--- src/bbc_pkg.sv ---
`default_nettype none

package bbc_pkg;

  localparam int SYM_W = 8;
  localparam int OUT_POS_W = 16;

  typedef enum logic [2:0] {
    ST_BALANCED       = 3'd0,
    ST_WRONG_CLOSER   = 3'd1,
    ST_MISSING_OPENER = 3'd2,
    ST_MISSING_CLOSER = 3'd3,
    ST_OVERFLOW       = 3'd4
  } status_t;

  typedef logic [1:0] br_code_t;

  localparam logic [SYM_W-1:0] CH_LPAREN = 8'h28;
  localparam logic [SYM_W-1:0] CH_RPAREN = 8'h29;
  localparam logic [SYM_W-1:0] CH_LBRACE = 8'h7B;
  localparam logic [SYM_W-1:0] CH_RBRACE = 8'h7D;
  localparam logic [SYM_W-1:0] CH_LBRACK = 8'h5B;
  localparam logic [SYM_W-1:0] CH_RBRACK = 8'h5D;
  localparam logic [SYM_W-1:0] CH_LANGLE = 8'h3C;
  localparam logic [SYM_W-1:0] CH_RANGLE = 8'h3E;

  localparam br_code_t BR_PAREN = 2'd0;
  localparam br_code_t BR_BRACE = 2'd1;
  localparam br_code_t BR_BRACK = 2'd2;
  localparam br_code_t BR_ANGLE = 2'd3;

  typedef struct packed {
    logic     hit;
    br_code_t code;
  } br_decode_t;

  typedef struct packed {
    status_t                status;
    logic [OUT_POS_W-1:0]   position;
    logic [SYM_W-1:0]       expected;
  } bbc_result_t;

  function automatic br_decode_t decode_opener(input logic [SYM_W-1:0] sym);
    br_decode_t d;
    d = '{hit: 1'b1, code: BR_PAREN};
    unique case (sym)
      CH_LPAREN: d.code = BR_PAREN;
      CH_LBRACE: d.code = BR_BRACE;
      CH_LBRACK: d.code = BR_BRACK;
      CH_LANGLE: d.code = BR_ANGLE;
      default:   d.hit  = 1'b0;
    endcase
    return d;
  endfunction

  function automatic br_decode_t decode_closer(input logic [SYM_W-1:0] sym);
    br_decode_t d;
    d = '{hit: 1'b1, code: BR_PAREN};
    unique case (sym)
      CH_RPAREN: d.code = BR_PAREN;
      CH_RBRACE: d.code = BR_BRACE;
      CH_RBRACK: d.code = BR_BRACK;
      CH_RANGLE: d.code = BR_ANGLE;
      default:   d.hit  = 1'b0;
    endcase
    return d;
  endfunction

  function automatic logic [SYM_W-1:0] opener_char(input br_code_t c);
    logic [SYM_W-1:0] ch;
    unique case (c)
      BR_PAREN: ch = CH_LPAREN;
      BR_BRACE: ch = CH_LBRACE;
      BR_BRACK: ch = CH_LBRACK;
      default:  ch = CH_LANGLE;
    endcase
    return ch;
  endfunction

  function automatic logic [SYM_W-1:0] closer_char(input br_code_t c);
    logic [SYM_W-1:0] ch;
    unique case (c)
      BR_PAREN: ch = CH_RPAREN;
      BR_BRACE: ch = CH_RBRACE;
      BR_BRACK: ch = CH_RBRACK;
      default:  ch = CH_RANGLE;
    endcase
    return ch;
  endfunction

endpackage

`default_nettype wire

--- src/bbc_ram.sv ---
`default_nettype none

module bbc_ram #(
  parameter int WIDTH = 2,
  parameter int DEPTH = 256,
  localparam int AW = (DEPTH > 1) ? $clog2(DEPTH) : 1
) (
  input  wire logic             clk,
  input  wire logic             we,
  input  wire logic [AW-1:0]    waddr,
  input  wire logic [WIDTH-1:0] wdata,
  input  wire logic [AW-1:0]    raddr,
  output logic      [WIDTH-1:0] rdata
);

  logic [WIDTH-1:0] mem [DEPTH];

  always_ff @(posedge clk) begin
    if (we) begin
      mem[waddr] <= wdata;
    end
    rdata <= mem[raddr];
  end

endmodule

`default_nettype wire

--- src/bbc_core.sv ---
`default_nettype none

module bbc_core
  import bbc_pkg::*;
#(
  parameter int STACK_DEPTH = 256,
  parameter int POSITION_BITS = 16
) (
  input  wire logic             clk,
  input  wire logic             rst_n,
  input  wire logic             accept,
  input  wire logic [SYM_W-1:0] symbol,
  input  wire logic             last,
  output logic                  res_valid,
  output bbc_result_t           result
);

  localparam int AW = (STACK_DEPTH > 1) ? $clog2(STACK_DEPTH) : 1;
  localparam int DW = $clog2(STACK_DEPTH + 1) + 1;
  localparam int PW = POSITION_BITS;

  logic [DW-1:0]    depth_r, depth_nxt;
  br_code_t         top_r, top_nxt;
  logic [PW-1:0]    idx_r, idx_nxt, idx_inc;
  logic             err_r, err_nxt;
  status_t          err_status_r, err_status_nxt;
  logic [PW-1:0]    err_pos_r, err_pos_nxt;
  logic [SYM_W-1:0] err_sym_r, err_sym_nxt;

  logic             we;
  logic [AW-1:0]    waddr, raddr;
  br_code_t         rdata;
  logic [DW-1:0]    raddr_full;
  br_decode_t       op, cl;
  logic [PW-1:0]    pos_sel;

  bbc_ram #(
    .WIDTH (2),
    .DEPTH (STACK_DEPTH)
  ) u_stack (
    .clk   (clk),
    .we    (we),
    .waddr (waddr),
    .wdata (op.code),
    .raddr (raddr),
    .rdata (rdata)
  );

  always_comb begin
    op             = decode_opener(symbol);
    cl             = decode_closer(symbol);
    depth_nxt      = depth_r;
    top_nxt        = top_r;
    err_nxt        = err_r;
    err_status_nxt = err_status_r;
    err_pos_nxt    = err_pos_r;
    err_sym_nxt    = err_sym_r;
    we             = 1'b0;
    waddr          = depth_r[AW-1:0];
    idx_inc        = (idx_r == {PW{1'b1}}) ? idx_r : idx_r + PW'(1);
    idx_nxt        = idx_r;

    if (accept) begin
      idx_nxt = idx_inc;
      if (!err_r) begin
        if (op.hit) begin
          if (depth_r == DW'(STACK_DEPTH)) begin
            err_nxt        = 1'b1;
            err_status_nxt = ST_OVERFLOW;
            err_pos_nxt    = idx_r;
            err_sym_nxt    = symbol;
          end else begin
            we        = 1'b1;
            depth_nxt = depth_r + DW'(1);
            top_nxt   = op.code;
          end
        end else if (cl.hit) begin
          if (depth_r == '0) begin
            err_nxt        = 1'b1;
            err_status_nxt = ST_MISSING_OPENER;
            err_pos_nxt    = idx_r;
            err_sym_nxt    = opener_char(cl.code);
          end else if (top_r != cl.code) begin
            err_nxt        = 1'b1;
            err_status_nxt = ST_WRONG_CLOSER;
            err_pos_nxt    = idx_r;
            err_sym_nxt    = closer_char(top_r);
          end else begin
            depth_nxt = depth_r - DW'(1);
            top_nxt   = rdata;
          end
        end
      end
    end

    res_valid = accept && last;
    if (err_nxt) begin
      result.status   = err_status_nxt;
      pos_sel         = err_pos_nxt;
      result.expected = err_sym_nxt;
    end else if (depth_nxt == '0) begin
      result.status   = ST_BALANCED;
      pos_sel         = '0;
      result.expected = '0;
    end else begin
      result.status   = ST_MISSING_CLOSER;
      pos_sel         = idx_inc;
      result.expected = closer_char(top_nxt);
    end
    if ((pos_sel >> OUT_POS_W) != '0) begin
      result.position = {OUT_POS_W{1'b1}};
    end else begin
      result.position = OUT_POS_W'(pos_sel);
    end

    if (res_valid) begin
      depth_nxt = '0;
      idx_nxt   = '0;
      err_nxt   = 1'b0;
    end

    raddr_full = depth_nxt - DW'(2);
    raddr      = raddr_full[AW-1:0];
  end

  always_ff @(posedge clk) begin
    if (!rst_n) begin
      depth_r <= '0;
      idx_r   <= '0;
      err_r   <= 1'b0;
    end else begin
      depth_r <= depth_nxt;
      idx_r   <= idx_nxt;
      err_r   <= err_nxt;
    end
    top_r        <= top_nxt;
    err_status_r <= err_status_nxt;
    err_pos_r    <= err_pos_nxt;
    err_sym_r    <= err_sym_nxt;
  end

`ifndef SYNTHESIS
  a_depth_bound: assert property (@(posedge clk) disable iff (!rst_n)
    depth_r <= DW'(STACK_DEPTH))
    else $error("stack depth beyond capacity");

  a_clear_after_verdict: assert property (@(posedge clk) disable iff (!rst_n)
    res_valid |=> (depth_r == '0 && idx_r == '0 && !err_r))
    else $error("state not cleared after verdict");

  a_error_freezes_stack: assert property (@(posedge clk) disable iff (!rst_n)
    (err_r && !res_valid) |=> $stable(depth_r))
    else $error("stack moved after an error");

  a_push_in_range: assert property (@(posedge clk) disable iff (!rst_n)
    we |-> (depth_r < DW'(STACK_DEPTH) && !err_r))
    else $error("push with full stack or latched error");
`endif

endmodule

`default_nettype wire

--- config.mk ---
export PLATFORM = sky130hd
export DESIGN_NAME = bbc_core
export DESIGN_NICKNAME = d
export VERILOG_FILES = /design/src/bbc_pkg.sv /design/src/bbc_ram.sv /design/src/bbc_core.sv
export SDC_FILE = /design/constraint.sdc
export NUM_CORES = 1
export LEC_CHECK = 0
export ABC_AREA = 1
export BUFFER_PORTS_ARGS = -buffer_cell sky130_fd_sc_hd__buf_2
export CORE_MARGIN = 2
export CORE_UTILIZATION = 60
export CTS_CLUSTER_SIZE = 12
export DETAILED_ROUTE_END_ITERATION = 6
export PLACE_DENSITY = 0.75
export SYNTH_ARGS = -nofsm -noshare
export SYNTH_HDL_FRONTEND = slang
export SYNTH_HIERARCHICAL = 1
export SYNTH_SLANG_ARGS = --single-unit
--- constraint.sdc ---
create_clock -name clk -period 9.9 [get_ports clk]
set_input_delay 0.99 -clock clk [delete_from_list [all_inputs] [get_ports clk]]
set_output_delay 0.99 -clock clk [all_outputs]
set_load 0.01 [all_outputs]
======== Word level (Yosys, flattened, before mapping) ========
Memories as Yosys holds them, arrays and structs flattened. A register that Yosys moved wholly into a read port is not among the register bits.
Index checks and enable logic that the tools add are counted.
cells by class
  add/sub/neg operators ................... 4
  equality and inequality tests ........... 17
  muxes and demuxes ....................... 63
  bitwise gates (word level) .............. 1
  reductions and logical operators ........ 9
operators with widths
  cell                                                                    number
  16-bit two-way mux                                                      10
  10-bit two-way mux                                                      8
  8-bit two-way mux                                                       8
  7-bit case mux with 3 select lines                                      3
  8-bit by 6-bit equality test with 1-bit output, second input constant   4
  8-bit by 7-bit equality test with 1-bit output, second input constant   4
  3-bit two-way mux                                                       8
  10-bit zero test                                                        2
  16-bit by 1-bit adder with 16-bit output, second input constant         1
  16-bit equality test, second input constant                             1
  2-bit two-way mux                                                       8
  1-bit two-way mux                                                       15
  2-bit case mux with 3 select lines                                      2
  10-bit by 1-bit adder with 10-bit output, second input constant         1
  10-bit by 9-bit equality test with 1-bit output, second input constant  1
  10-bit by 1-bit subtractor with 10-bit output, second input constant    1
  4-bit OR reduction                                                      2
  8-bit by 2-bit subtractor with 8-bit output, second input constant      1
  7-bit two-way mux                                                       1
  2-bit by 1-bit equality test with 1-bit output, second input constant   3
  2-bit equality test, second input constant                              3
  2-bit zero test                                                         3
  2-bit != test                                                           1
  2-bit OR reduction                                                      1
  other kinds (2)                                                         2
word-level totals
  bits in registers ....................... 56
  RAM bits ................................ 512
  logic and storage cells ................. 102
  memories ................................ 1
memories
  name         depth  width  rd ports  clocked after Yosys merged registers in  wr ports  RTL line       text
  u_stack.mem  256    2      1         1                                        1         bbc_ram.sv:16  logic [WIDTH-1:0] mem [DEPTH];

======== Longest topological paths before layout ========
  depth after elaboration ................. 13
  mapped depth ............................ 28
  depth with buffers taken out ............ 25

======== Cells and area by module ========
Netlist, hierarchy kept.
modules (own cells, without submodules)
  module    instances  cells each  area an instance (um^2)
  bbc_ram   1          2,055       22,126.2
  bbc_core  1          651         4,274.1

======== Worst setup path after synthesis ========
Ideal clock, no wire load.
  kind .................................... input -> output
  from .................................... input symbol[7]
  to ...................................... output result[2] (netlist bit)
  arrival ................................. 6.398 ns
  setup slack ............................. 2.512 ns
  stages .................................. 15
  buffers on the path ..................... 1
  cell sequence ........................... inv_1 nand4_1 o21ai_2 nor2_2 buf_4 o21ai_0 a21oi_1 nor2_1 nand2_1 o21ai_0 inv_1 ha_1 inv_1 nand3_1 nand2_1
RTL lines
  element          RTL line        text
  start, declared  bbc_core.sv:12  input wire logic [SYM_W-1:0] symbol,
  end, declared    bbc_core.sv:15  output bbc_result_t result

======== Worst setup path in the final report ========
  from .................................... input symbol[7]
  to ...................................... register u_stack.rdata[1], read port of u_stack.mem
between the ends
  longest elaborated chain between the ends .. 11
  elaborated cells on any way between the ends .. 22
ends and longest elaborated chain
  element                                                                                                           RTL line         text
  8-bit by 6-bit equality test with 1-bit output or 8-bit by 7-bit equality test with 1-bit output (tied branches)  bbc_pkg.sv:59    unique case (sym)
  2-bit case mux with 3 select lines                                                                                bbc_pkg.sv:59
  2-bit != test                                                                                                     bbc_core.sv:83   end else if (top_r != cl.code) begin
  10-bit two-way mux                                                                                                bbc_core.sv:83
  10-bit two-way mux                                                                                                bbc_core.sv:78   if (depth_r == '0) begin
  10-bit two-way mux                                                                                                bbc_core.sv:77   end else if (cl.hit) begin
  10-bit two-way mux (*)                                                                                            bbc_core.sv:66   if (op.hit) begin
  10-bit two-way mux (*)                                                                                            bbc_core.sv:65   if (!err_r) begin
  10-bit two-way mux (*)                                                                                            bbc_core.sv:63   if (accept) begin
  10-bit two-way mux (*)                                                                                            bbc_core.sv:116  if (res_valid) begin
  8-bit by 2-bit subtractor with 8-bit output (*)                                                                   bbc_core.sv:122  raddr_full = depth_nxt - DW'(2);
  via raddr_full[1]                                                                                                 bbc_core.sv:33   logic [DW-1:0] raddr_full;
  end, declared                                                                                                     bbc_ram.sv:13    output logic [WIDTH-1:0] rdata
The timed path passes the listed nets; every way through them passes the cells marked *.
A chain may end at the register's enable or synchronous reset.

==> metrics.cfg <==
[status]
status=complete, but fails checks
violations=capacitance limit, slew limit

[setup_path]
required_ns=10.40
r2r_cells=25
crit_end=u_stack/rdata[1]
regToRegEndpoint=u_stack/rdata[1]
ff2ff_setup_slack_ns=4.51
crit_type=in -> reg
startpoint=symbol[7]
crit_path_start_kind=input port
end_kind=flop
worst-path-max-fanout=257
arrival_ns=6.46
r2r-start=depth_r[0]

[hold_path]
hold_path_class=reg -> reg

[placement]
hpwl_um=38500
place_inst=3184
placed_area_um2=26500
gp_congestion=0.910
port_buffers=39

[timing]
relSlewSlack_pct=-0.0135
rsz0062_at_grt=no
period_needed_ns=5.95
fmax_mhz=168
hold_viol_final=0
hold_ws_ns=0.415
finalSetupViolations=0
fin_skew_ns=0.0151
tightest_slew_ns=1.50
drv_slew=1
fin_crit_sh_pct=60.1
final.setup.tns_ns=0

[floorplanning]
io_pins=40
rows=76
die_y_um=214
die_w_um=214
die_area_um2=45700
start_util_pct=61.0
core_area_um2=43300

[cells_and_area]
fin_cells=3284
area_delta_synth_final_pct=6.80
diodes=0
drive_gt1_share_pct=8.67
finalNetCount=2683
postLayoutCellArea_um2=28200

[yosys]
synth-compound-area-share_pct=2.27
synth_seq_cells=570
ys_async_sr_fraction_pct=0
synth_top_area_share_pct=58.2
netlist_area_um2=26400
synthDistinctLibCells=49
ys_seq_area_share_pct=62.6
synth_simple_gate_area_share_pct=28.4
yosys_warnings=6
synth_area_leaders=edfxtp_1 (58%), nand2_1 (10%), nand3_1 (10%)
synth_cells=2706
synth-xor-area-share_pct=0.464
synth_edf_count=512
synth_fa_ha_area_share_pct=0.616
syn_avg_cell_area_um2=9.76
synth_top_family_by_area=simple AND/OR/NAND/NOR gates
yosysTopAreaCell=edfxtp_1
synthMostInstantiatedCell=nand2_1
synthMuxAreaShare_pct=0.0427
synthFlopType=edfxtp_1
synth_fp_nets=2731
synth_common_cells=nand2_1 (734), nand3_1 (534), edfxtp_1 (512)

[drt]
drc=0
drtAntennaViolNets=0
finalWirelength_um=66100
vias=19603
first_iter_violations=2568
drt_first_pass_iters=6
drt-vias-per-instance=5.97
routedWlPerCell_um=20.1

[power]
fin_total_pwr_w=0.00508
vdd_ir_drop_max_uv=128
power.density_nw_per_um2=180
p_leak_nw=10.7

[cts]
ctsResizeCount=0
cts.clk_slew.worst_paths_ns=0.06
cts_setup_buffers=0
clk_latency_ns=0.62
numCtsBuffers=57
clock_path_buffers=3
root_buffer=clkbuf_16
cts_tree=done
cts_htree_levels=2
cts_sinks=570
holdBufCountCts=0

[global_route]
grt_pass1_vias=19132
grt_max_degree=258
antenna_found_initial=0
grt_usage_pct=29.4
grt_pass1_wl_um=102000
grt_overflow=0

[flow_run]
drv_cap=1

critical path, cell delays in order:
cell     delay [ns]
buf_2          0.10
inv_1          0.08
nand2_1        0.11
nor2_4         0.16
nand2_4        0.10
o21ai_4        0.08
buf_12         0.59
nor2_2         0.35
nand2_2        0.24
nand2_1        0.07
nand2_1        0.06
nand2_1        0.12
nand2_4        0.42
ha_1           0.30
inv_1          0.10
xor2_2         0.17
buf_4          0.30
inv_1          1.14
nand3_1        0.22
nand3_1        0.20
nand2_1        0.13
nand2_1        0.08
nand3_1        0.10
nand3_1        0.11
nand2_1        0.06
cell type report:
cell class	count	area, um^2
Clock buffer	85	1560
Clock inverter	15	93.8
Fill cell	3436	15100
Inverter	133	507
Multi-Input combinational cell	1843	8440
Sequential cell	570	16500
Tap cell	585	732
Timing Repair Buffer	53	325
cells by family (layout without fill, tap and decap cells):
| group | after synthesis | count (layout) |
|---|---|---|
| simple gates | 1717 | 1717 |
| flops | 570 | 570 |
| buf+inv | 293 | 286 |
| compound gates | 98 | 98 |
| xor+xnor | 14 | 14 |
| fa+ha+maj | 13 | 13 |
| mux | 1 | 1 |
layer usage:
metal / wire [um] / track usage (%) / part of all wire, %
met5: 0 / 0 / 0
met1: 25100 / 37.1 / 38
met4: 3160 / 14.9 / 4.8
met3: 6730 / 7.26 / 10
met2: 31200 / 47.6 / 47
power by group:
part / internal [W] / leakage (nW) / switching (W)
sequential: 0.00263 / 5.60 / 0.0000290
combinational: 0.000135 / 4.26 / 0.000310
clock: 0.00109 / 0.805 / 0.000886
how the worst min path moves through the flow:
| stage | from | depth (start not counted) | endpoint | slack (ns) |
|---|---|---|---|---|
| finish | err_sym_r[3] | 2 | err_sym_r[3] | 0.42 |
| global route | err_sym_r[3] | 2 | err_sym_r[3] | 0.43 |
| CTS | err_sym_r[3] | 2 | err_sym_r[3] | 0.42 |
| detailed placement | err_sym_r[3] | 2 | err_sym_r[3] | 0.40 |
| global placement | err_sym_r[3] | 2 | err_sym_r[3] | 0.40 |
| floorplan | err_sym_r[3] | 2 | err_sym_r[3] | 0.39 |
placed cells by master (no fill, tap or decap), types with 4 or more instances in the layout:
| cell | count |
|---|---|
| buf_2 | 39 |
| a21oi_2 | 15 |
| inv_1 | 111 |
| nand4_1 | 8 |
| nor2_1 | 359 |
| o211ai_1 | 4 |
| ha_1 | 13 |
| nand2_4 | 9 |
| nor3_1 | 7 |
| nand2_1 | 732 |
| inv_2 | 19 |
| clkbuf_16 | 57 |
| buf_4 | 12 |
| dfxtp_1 | 58 |
| clkinv_2 | 5 |
| clkinv_1 | 7 |
| edfxtp_1 | 512 |
| o21ai_0 | 33 |
| a21oi_1 | 32 |
| nor2_2 | 5 |
| xor2_1 | 11 |
| clkbuf_1 | 25 |
| nand3_2 | 22 |
| nand2_2 | 23 |
| nand3_1 | 534 |
| nor2_4 | 8 |
metrics by stage:
step           utilization [%]  setup slack (ns)
2_1_floorplan                -              2.51
3_3_place_gp              61.3              3.35
3_5_place_dp              61.3              3.34
4_1_cts                   65.2              3.96
5_1_grt                   65.2              3.55
6_report                  65.2              3.95
sequential cells by signal, summed over array words and instances (netlist names):
signal and count:
u_stack/mem 512, top_r 2, depth_r 10, err_r 1, err_sym_r 8, err_status_r 3, idx_r 16, err_pos_r 16
u_stack/rdata 2
No activity file was read; power rests on OpenSTA's default activity.
